==> src/rtl/ocd_pkg.sv <==
// package for occupancy_corner_detect: request and result structs,
// register indexes, widths and the grid mask struct; imported by all modules
`default_nettype none

package ocd_pkg;

  localparam int unsigned MAX_DIM_DEF  = 1024;
  localparam int unsigned GRID_W       = 11;
  localparam int unsigned COORD_W      = 10;
  localparam int unsigned WIN_SIDE     = 5;
  localparam int unsigned WIN_BITS     = WIN_SIDE * WIN_SIDE;
  localparam int unsigned CFG_IDX_W    = 8;
  localparam int unsigned GRID_RST     = 1024;
  localparam int unsigned GRID_CAP     = (1 << GRID_W) - 1;

  typedef enum logic [CFG_IDX_W-1:0] {
    REG_GRID_ROWS = 8'd0,
    REG_GRID_COLS = 8'd1
  } ocd_reg_t;

  typedef struct packed {
    logic [WIN_BITS-1:0] window_bits;
    logic [COORD_W-1:0]  cell_row;
    logic [COORD_W-1:0]  cell_col;
  } ocd_in_t;

  typedef struct packed {
    logic centre_is_corner;
    logic neighbour_is_corner;
  } ocd_out_t;

  // per window row / column: inside the grid
  typedef struct packed {
    logic [WIN_SIDE-1:0] row_ok;
    logic [WIN_SIDE-1:0] col_ok;
  } ocd_mask_t;

endpackage

`default_nettype wire

==> src/rtl/ocd_grid_mask.sv <==
// in-grid mask for the five window rows and five window columns
// depends on ocd_pkg
`default_nettype none

module ocd_grid_mask
  import ocd_pkg::*;
(
  input  wire logic [COORD_W-1:0] cell_row,
  input  wire logic [COORD_W-1:0] cell_col,
  input  wire logic [GRID_W-1:0]  grid_rows,
  input  wire logic [GRID_W-1:0]  grid_cols,
  output ocd_mask_t               mask
);

  localparam int unsigned POS_W = GRID_W + 1;
  localparam int unsigned HALF  = WIN_SIDE / 2;

  logic [POS_W-1:0] row_lim;
  logic [POS_W-1:0] col_lim;

  // position biased by HALF so offsets stay non-negative
  always_comb begin
    logic [POS_W-1:0] rpos;
    logic [POS_W-1:0] cpos;
    row_lim = {1'b0, grid_rows} + POS_W'(HALF);
    col_lim = {1'b0, grid_cols} + POS_W'(HALF);
    for (int k = 0; k < WIN_SIDE; k++) begin
      rpos = POS_W'(cell_row) + POS_W'(k);
      cpos = POS_W'(cell_col) + POS_W'(k);
      mask.row_ok[k] = (rpos >= POS_W'(HALF)) && (rpos < row_lim);
      mask.col_ok[k] = (cpos >= POS_W'(HALF)) && (cpos < col_lim);
    end
  end

endmodule

`default_nettype wire

==> src/rtl/ocd_corner_eval.sv <==
// corner test for the centre cell and its eight neighbours
// depends on ocd_pkg
`default_nettype none

module ocd_corner_eval
  import ocd_pkg::*;
(
  input  wire logic [WIN_BITS-1:0] window_bits,
  input  wire ocd_mask_t           mask,
  output ocd_out_t                 res
);

  localparam int unsigned HALF = WIN_SIDE / 2;

  function automatic logic occ(input logic [WIN_BITS-1:0] w, input ocd_mask_t m,
                               input int r, input int c);
    occ = w[r * WIN_SIDE + c] & m.row_ok[r] & m.col_ok[c];
  endfunction

  logic [8:0] corner;

  always_comb begin
    int r;
    int c;
    logic hit;
    for (int i = 0; i < 9; i++) begin
      r   = HALF - 1 + i / 3;
      c   = HALF - 1 + i % 3;
      hit = 1'b0;
      for (int q = 0; q < 4; q++) begin
        if (mask.row_ok[(q < 2) ? r - 1 : r + 1] &&
            mask.col_ok[(q % 2 == 0) ? c - 1 : c + 1] &&
            !occ(window_bits, mask, r, (q % 2 == 0) ? c - 1 : c + 1) &&
            !occ(window_bits, mask, (q < 2) ? r - 1 : r + 1,
                 (q % 2 == 0) ? c - 1 : c + 1) &&
            !occ(window_bits, mask, (q < 2) ? r - 1 : r + 1, c)) begin
          hit = 1'b1;
        end
      end
      corner[i] = occ(window_bits, mask, r, c) & hit;
    end
    res.centre_is_corner    = corner[4];
    res.neighbour_is_corner = |{corner[8:5], corner[3:0]};
  end

endmodule

`default_nettype wire

==> src/rtl/occupancy_corner_detect.sv <==
// Corner detector on a binary occupancy grid. One request (5x5 window plus
// centre row and column) is taken in every cycle in which start is high and
// busy is low; busy is high only in reset and the cycle after it. The result
// appears on out_res for one cycle, marked by out_valid, behind the input and
// result registers; it cannot be stalled. The cost is one input register and
// one result register around the mask and corner logic. Grid size registers are
// written over the cfg port, which is always ready; writes above MAX_DIM
// saturate and unknown indexes are ignored.
// depends on ocd_pkg, ocd_grid_mask, ocd_corner_eval
`default_nettype none

module occupancy_corner_detect
  import ocd_pkg::*;
#(
  parameter int unsigned MAX_DIM = MAX_DIM_DEF
) (
  input  wire logic                 clk,
  input  wire logic                 rst_n,
  input  wire logic                 start,
  output logic                      busy,
  input  wire ocd_in_t              in_req,
  output logic                      out_valid,
  output ocd_out_t                  out_res,
  input  wire logic                 cfg_valid,
  output logic                      cfg_ready,
  input  wire logic [CFG_IDX_W-1:0] cfg_index,
  input  wire logic [GRID_W-1:0]    cfg_wdata
);

  localparam int unsigned SAT     = (MAX_DIM > GRID_CAP) ? GRID_CAP : MAX_DIM;
  localparam int unsigned RST_DIM = (GRID_RST > SAT) ? SAT : GRID_RST;
  localparam logic [GRID_W-1:0] SAT_V = GRID_W'(SAT);
  localparam logic [GRID_W-1:0] RST_V = GRID_W'(RST_DIM);

  logic              busy_r;
  logic [GRID_W-1:0] grid_rows_r;
  logic [GRID_W-1:0] grid_cols_r;
  logic [GRID_W-1:0] cfg_val;
  ocd_in_t           req_r;
  logic              req_vld_r;
  ocd_out_t          res_r;
  ocd_out_t          res_nxt;
  logic              res_vld_r;
  ocd_mask_t         mask;
  logic              accept;

  assign busy      = busy_r;
  assign cfg_ready = 1'b1;
  assign accept    = start & ~busy_r;
  assign cfg_val   = (cfg_wdata > SAT_V) ? SAT_V : cfg_wdata;

  always_ff @(posedge clk) begin
    if (!rst_n) begin
      busy_r <= 1'b1;
    end else begin
      busy_r <= 1'b0;
    end
  end

  always_ff @(posedge clk) begin
    if (!rst_n) begin
      grid_rows_r <= RST_V;
      grid_cols_r <= RST_V;
    end else if (cfg_valid && cfg_ready) begin
      case (cfg_index)
        REG_GRID_ROWS: grid_rows_r <= cfg_val;
        REG_GRID_COLS: grid_cols_r <= cfg_val;
        default: ;
      endcase
    end
  end

  always_ff @(posedge clk) begin
    if (!rst_n) begin
      req_vld_r <= 1'b0;
      res_vld_r <= 1'b0;
    end else begin
      req_vld_r <= accept;
      res_vld_r <= req_vld_r;
    end
  end

  always_ff @(posedge clk) begin
    if (accept) begin
      req_r <= in_req;
    end
    if (req_vld_r) begin
      res_r <= res_nxt;
    end
  end

  ocd_grid_mask u_mask (
    .cell_row  (req_r.cell_row),
    .cell_col  (req_r.cell_col),
    .grid_rows (grid_rows_r),
    .grid_cols (grid_cols_r),
    .mask      (mask)
  );

  ocd_corner_eval u_eval (
    .window_bits (req_r.window_bits),
    .mask        (mask),
    .res         (res_nxt)
  );

  assign out_valid = res_vld_r;
  assign out_res   = res_r;

endmodule

`default_nettype wire

==> config.mk <==
export PLATFORM = sky130hd
export DESIGN_NAME = occupancy_corner_detect
export DESIGN_NICKNAME = d
export VERILOG_FILES = /design/src/rtl/ocd_pkg.sv /design/src/rtl/ocd_grid_mask.sv /design/src/rtl/ocd_corner_eval.sv /design/src/rtl/occupancy_corner_detect.sv
export SDC_FILE = /design/constraint.sdc
export NUM_CORES = 1
export LEC_CHECK = 0
export ABC_CLOCK_PERIOD_IN_PS = 4600
export BUFFER_PORTS_ARGS = -buffer_cell sky130_fd_sc_hd__clkbuf_2
export CORE_MARGIN = 1
export CORE_UTILIZATION = 55
export DETAILED_ROUTE_END_ITERATION = 10
export PLACE_DENSITY = 0.87
export SYNTH_ARGS = -nofsm -noshare
export SYNTH_HDL_FRONTEND = slang
export SYNTH_SLANG_ARGS = --single-unit
==> constraint.sdc <==
create_clock -name clk -period 4.6 [get_ports clk]
set_input_delay 1.15 -clock clk [delete_from_list [all_inputs] [get_ports clk]]
set_output_delay 1.15 -clock clk [all_outputs]
set_load 0.02 [all_outputs]
### Word-level counts from Yosys, hierarchy flattened

Cells that the tools add are included.

* $add $sub $neg: 10
* multiply operators: 0
* divide/modulo/power cells: 0
* magnitude comparators: 21
* equal/unequal tests: 1
* shifts and indexed selects: 0
* muxes and demuxes: 38
* bitwise operators: 61
* reductions and logical operators: 160

Operator list (number)
* $logic_and A1 B1 Y1: 131
* $ge A12 B2 Y1 const B: 8
* $lt A12 B12 Y1: 8
* $and A1 B1 Y1: 60
* $add A10 B2 Y11 const B: 4
* $mux W1: 37
* $logic_not A1 Y1: 25
* $add A11 B2 Y12 const B: 2
* $lt A10 B12 Y1: 2
* $add A10 B1 Y11 const B: 2
* $add A10 B3 Y11 const B: 2
* $ge A10 B2 Y1 const B: 2
* $gt A11 B11 Y1 const B: 1
* $mux W11: 1
* $eq A8 B1 Y1 const B: 1
* $logic_not A8 Y1: 1
* $reduce_or A8 Y1: 1
* $reduce_and A2 Y1: 2
* $not A1 Y1: 1

* register bits: 72
* latch bits: 0
* bits in writable memories: 0
* bits in read-only memories: 0
* bits of input ports: 68
* word-level logic and storage cells: 301
* memories kept: 0

### Logic depth before layout (Yosys ltp)

Gate-level depths: netlist (run 1).

* word-level depth: 15
* mapped depth: 17

### Modules after synthesis

From an unflattened synthesis (run 1), not the netlist that was laid out.

* cells, all modules: 824
* area, all modules: 7367.1 µm²

By module, submodules not included
* ocd_grid_mask: instances 1, cells each 559, area each 4246.6 µm²
* occupancy_corner_detect: instances 1, cells each 169, area each 2533.7 µm²
* ocd_corner_eval: instances 1, cells each 96, area each 586.8 µm²

### Worst setup path before layout (run 1)

OpenSTA, ideal clock, no wires.

* kind: reg-to-reg
* start: reg req_r[11] (netlist name)
* end: reg res_r (netlist bit out_res[0]) (data pin)
* setup time: 0.273 ns
* data arrival time: 3.417 ns
* data required time: 4.327 ns
* path slack: 0.911 ns
* stages on the path, launching flop included: 16
* buffers on the path: 1
* period minus slack after synthesis: 3.689 ns
* path through: edfxtp_1 -> ha_1 -> buf_2 -> nand4_1 -> or3_1 -> nand2_1 -> ha_1 -> and3_1 -> a211oi_1 -> o21ai_0 -> o21ai_0 -> and2_1 -> a2111oi_0 -> o2111ai_1 -> nor4bb_1 -> nand4_1

RTL lines
* from (decl): line occupancy_corner_detect.sv:39 `ocd_in_t req_r;`
* from (signal assigned): line occupancy_corner_detect.sv:85 `req_r <= in_req;`
* to (signal assigned): line occupancy_corner_detect.sv:88 `res_r <= res_nxt;`
* to (decl): line occupancy_corner_detect.sv:41 `ocd_out_t res_r;`

==> results of run 1 <==
==> Yosys cell counts (20+ instances only) <==
| cell | instances | area (sq um) |
|---|---|---|
| dfxtp_1 | 25 | 500 |
| edfxtp_1 | 47 | 1410 |
| ha_1 | 122 | 1530 |
| nor3_1 | 20 | 100 |
| nand3_1 | 38 | 190 |
| nor2_1 | 65 | 244 |
| inv_1 | 25 | 93.8 |
| nand2_1 | 51 | 191 |
| xnor2_1 | 42 | 368 |
| mux2i_1 | 26 | 260 |
| xor2_1 | 29 | 254 |
| a21oi_1 | 33 | 165 |
| o21ai_0 | 20 | 100 |
==> logic make-up (layout without fill, tap and decap cells) <==
kind of cell,Yosys count,count (layout),synth area share [%]
adders and majority gates,122,122,20.4
other,1,1,0.0501
buffers and inverters,62,142,3.62
xor gates and xnor gates,71,71,8.30
AOI/OAI and AO/OA,167,167,16.4
DFF,72,72,25.5
and+or+nand+nor,304,304,22.0
muxes,28,28,3.77
==> per-layer routing <==
metal / track usage [%] / vias to the layer above / share of wire (%)
li1: - / 3265 / -
met1: 36.9 / 3244 / 42
met2: 48.5 / 359 / 47
met3: 4.10 / 66 / 7.9
met4: 13.2 / 0 / 3.5
met5: 0 / - / 0
==> where the power goes <==
group | internal (mW) | leakage [nW] | total [mW] | switching, mW
Combinational | 0.131 | 2.75 | 0.295 | 0.163
Clock | 0.358 | 0.130 | 0.620 | 0.262
Sequential | 0.712 | 0.642 | 0.739 | 0.0273
==> through the flow <==
step / hold WS (ns) / total power [mW] / worst slack (ns) / instance area, sq um / util (%)
3_3_place_gp: 0.521 / 1.03 / 0.511 / 8120 / 61.3
6_report: 0.548 / 1.65 / 0.331 / 8390 / 63.3
5_1_grt: 0.559 / 1.72 / 0.109 / 8390 / 63.3
3_5_place_dp: 0.531 / 1.04 / 0.419 / 8120 / 61.3
4_1_cts: 0.544 / 1.66 / 0.377 / 8380 / 63.3
2_1_floorplan: 0.457 / 0.943 / 0.911 / 7490 / -
==> area by class of cell <==
| class | instances | area [sq um] |
|---|---|---|
| Timing Repair Buffer | 100 | 573 |
| Fill cell | 1121 | 4860 |
| Clock inverter | 7 | 38.8 |
| Multi-Input combinational cell | 693 | 5320 |
| Inverter | 26 | 97.6 |
| Sequential cell | 72 | 1910 |
| Clock buffer | 9 | 225 |
| Tap cell | 176 | 220 |
==> flip-flops by register name (all words and copies together) (netlist names) <==
name and flops:
busy 1, grid_cols_r 11, grid_rows_r 11, out_res 2
out_valid 1, req_r 45, req_vld_r 1
==> tightest hold or removal path: cells and delay by family, from the launching register on <==
family / cells / cell delay, ns
DFF: 1 / 0.33
muxes: 1 / 0.13
and+or+nand+nor: 1 / 0.05
==> what timing repair did <==
| action | in CTS | in global routing |
|---|---|---|
| hold buffers | 0 | 0 |
| resized for setup | 0 | 1 |
| endpoints found under the setup margin | 0 | 1 |
| hold endpoints to repair | 0 | 0 |
==> worst paths after layout <==
check	from	end
worst max-delay path	req_r[2]	out_res[0]
worst min-delay path	grid_rows_r[5]	grid_rows_r[5]
worst max register to register	req_r[2]	out_res[0]
worst min register to register	grid_rows_r[5]	grid_rows_r[5]
==> results.json, run 1 <==
{
  "routed_wl_microns": 20000,
  "core_sq_um": 13200,
  "cp-end-kind": "flop",
  "clk_path_buf_depth": 2,
  "grt_pass1_wl_microns": 32100,
  "synth_nets": 1017,
  "grt_pass1_vias": 6607,
  "first_iter_violations": 613,
  "synth.distinct_cells": 84,
  "rsz0062_at_grt": "no",
  "layout.nets": 1092,
  "dp_hpwl_microns": 15800,
  "drc": 0,
  "crit_chain": "ha_1 -> nand3_1 -> nor3_1 -> xor2_1 -> ha_1 -> o21a_1 -> o21a_1 -> o21ai_1 -> a21oi_1 -> a2111oi_2 -> a22o_1 -> o2111a_1 -> a2111oi_1 -> nand4_1",
  "power.density_nw_per_um2": 197,
  "antenna_left": 0,
  "fin_crit_sh_pct": 92.8,
  "cts-root-buf": "clkbuf_16",
  "placedCellCount": 1067,
  "layout_commonest_cell": "ha_1",
  "start_util_pct": 56.6,
  "die_area_sq_um": 14100,
  "diodes": 0,
  "final_cells": 1083,
  "synthCells": 827,
  "io_buffer_count": 71,
  "r2r_setup_slack_ns": 0.33,
  "grt_max_degree": 47,
  "cp-start-kind": "flop",
  "layout-drive-gt1-share_pct": 15.1,
  "grt_overflow": 0,
  "core.rowCount": 42,
  "cts_buffers": 9,
  "layout_common_cells": "ha_1, clkbuf_2, nor2_1",
  "synth-seq-cells": 72,
  "drv_slew": 0,
  "skew_ns": 0.0116,
  "hold_path.class": "reg2reg",
  "cts_tree": "yes",
  "globalplace.congestion": 1.01,
  "p_leak_nw": 3.52,
  "antenna_found_initial": 0,
  "seq_area_frac_synth_pct": 25.5,
  "cp.depth": 14,
  "postSynthAreaPerCell_sq_um": 9.06,
  "fin_crit_ns": 4.27,
  "fin_setup_tns_ns": 0,
  "area_growth_syn_to_layout_pct": 11.9,
  "r2r_cells": 14,
  "worst_ep_required_time_ns": 4.66,
  "maxCapViolCount": 0,
  "cp_top_family": "compound AO/OA/AOI/OAI gates",
  "wire_per_inst_microns": 18.5,
  "slowest_delay_ns": 0.61,
  "globalRouteTotalUtil_pct": 29.0,
  "drt-vias-per-instance": 6.40,
  "post_cts_buffers": 0,
  "die_w_microns": 119,
  "clkTransAtPathRegs_ns": 0.06,
  "holdPathStages": 2,
  "drt_first_pass_iters": 5,
  "setup_viol": 0,
  "cts_sinks": 72,
  "slew_headroom_pct": 26.8,
  "synth_flop_cell": "edfxtp_1",
  "worst_pin_slew_ns": 1.09,
  "crit_fanout": 11,
  "ys_warn_count": 0,
  "die_h_microns": 119,
  "fmax_mhz": 234,
  "synth_edf_count": 47,
  "path_buf_inv": 0,
  "async_reset_ff_share_pct": 0,
  "status": "finished, final reports clean",
  "synth_area_sq_um": 7490,
  "crit_type": "reg2reg",
  "htreeDepth": 3,
  "hold_viol": 0,
  "clk_latency_ns": 0.34,
  "critical-path-slowest-cell": "edfxtp_1",
  "ir_worst_vdd_mv": 0.276,
  "vias": 6934,
  "io_pins": 73,
  "cp.arrival_ns": 4.33
}
Power figures use the tool's default switching activity.
==> inputs of run 2 (changes only) <==
- CORE_UTILIZATION: 55 -> 27
- PLACE_DENSITY: 0.87 -> 0.55
==> results.json, run 2 (synthesis gave the netlist of run 1 again) <==
{
  "cts_sinks": 72,
  "hold_path.class": "reg2reg",
  "die_h_microns": 169,
  "regMostFlops": "req_r",
  "cp.arrival_ns": 4.41,
  "maxCapViolCount": 0,
  "p_leak_nw": 3.60,
  "setup_slack_ns": 0.397,
  "slew_headroom_pct": 44.8,
  "multiInputGateArea_sq_um": 5320,
  "grt_overflow": 0,
  "rsz0062_at_grt": "no",
  "setup_viol": 0,
  "start_util_pct": 27.6,
  "cts_resized": 0,
  "cts_buffers": 9,
  "fin_setup_tns_ns": 0,
  "holdBufCountCts": 0,
  "largest_reg_flops": 45,
  "hold_ws_ns": 0.541,
  "htreeDepth": 3,
  "num-fill-cells": 2865,
  "crit_type": "reg2reg",
  "dp_hpwl_microns": 18000,
  "diodes": 0,
  "power.density_nw_per_um2": 200,
  "status": "finished, final reports clean",
  "globalRouteTotalUtil_pct": 16.1,
  "core.rowCount": 60,
  "register_area_sq_um": 1910,
  "clk_latency_ns": 0.36,
  "drv_slew": 0,
  "die_area_sq_um": 28400,
  "grt_pass1_wl_microns": 35500,
  "core_sq_um": 27100,
  "worst_pin_slew_ns": 0.825,
  "layout_common_cells": "ha_1, clkbuf_2, nor2_1",
  "reg_top3": "req_r x45, grid_cols_r x11, grid_rows_r x11",
  "io_pins": 73,
  "drt-vias-per-instance": 5.14,
  "die_w_microns": 169,
  "io_buffer_count": 71,
  "fmax_mhz": 238,
  "drc": 0,
  "drt_first_pass_iters": 5,
  "area_growth_syn_to_layout_pct": 16.8,
  "worst_ep_required_time_ns": 4.81,
  "fin_crit_ns": 4.20,
  "cts-root-buf": "clkbuf_16",
  "layout-drive-gt1-share_pct": 16.3,
  "layout_commonest_cell": "ha_1",
  "antenna_found_initial": 0,
  "vias": 6640,
  "skew_ns": 0.0141,
  "cts_tree": "yes",
  "routed_wl_microns": 22700,
  "post_cts_buffers": 0,
  "cp-end-kind": "flop",
  "clk_path_buf_depth": 2,
  "ir_worst_vdd_mv": 0.171,
  "layout.nets": 1104,
  "crit_fanout": 9,
  "globalplace.congestion": 0.917,
  "dp_slack_ns": 0.487,
  "clkTransAtPathRegs_ns": 0.07,
  "first_iter_violations": 625,
  "antenna_left": 0,
  "hold_viol": 0,
  "grt_pass1_vias": 6346,
  "fin_crit_sh_pct": 91.4,
  "grt_max_degree": 28,
  "cp-start-kind": "flop",
  "wire_per_inst_microns": 17.6
}
## run 2: cell count changes in the layout (fill, tap and decap cells not counted)
cell,change
a21oi_1,+1
a21oi_2,-1
buf_4,+12
clkbuf_16,+1
clkinv_1,-2
clkinv_2,-3
inv_4,+2
inv_6,+2
## run 2: power by group
group          switching (mW)  internal (mW)
sequential             0.0221          0.711
clock                   0.305          0.403
combinational           0.172          0.133
## run 2: final timing paths
check,start,end,slack [ns],cells after the start
max reg2reg,req_r[1],out_res[0],0.40,15
max,req_r[1],out_res[0],0.40,15
min,req_vld_r,out_res[1],0.54,0
min reg2reg,req_vld_r,out_res[1],0.54,0
## run 2: through the flow
stage	util, %	total power [mW]	instances	instance area [sq um]
6_report	32.3	1.75	1291	8750
5_1_grt	32.3	1.83	1291	8750
4_1_cts	32.3	1.77	1291	8750
3_5_place_dp	31.2	1.05	1275	8450
3_3_place_gp	31.2	1.05	1275	8450
2_1_floorplan	-	0.943	827	7490
## run 2: worst max-delay path, stage by stage (launching register included)
cell	delay, ns
edfxtp_1	0.45
inv_1	0.28
ha_1	0.24
a21oi_1	0.10
nor3b_1	0.25
xor2_1	0.27
ha_1	0.29
and3_1	0.18
a221o_1	0.30
a41oi_1	0.16
o21ai_0	0.15
a21oi_1	0.56
o211ai_1	0.18
a2111o_1	0.40
and3_1	0.16
nand4_1	0.09
## run 2: area by class of cell
class / instances / area share, %
Clock inverter: 6 / 0.529
Clock buffer: 10 / 2.86
Tap cell: 372 / 5.32
Timing Repair Buffer: 112 / 7.58
Sequential cell: 72 / 21.9
Inverter: 26 / 1.12
Multi-Input combinational cell: 693 / 60.7
## run 2: metal layers
layer / vias to the layer above / track usage, % / part of all wire (%)
met4: 0 / 4.86 / 1.6
met3: 25 / 2.60 / 5.3
met2: 204 / 25.7 / 45
met5: - / 0 / 0
met1: 3121 / 22.2 / 48
li1: 3290 / - / -
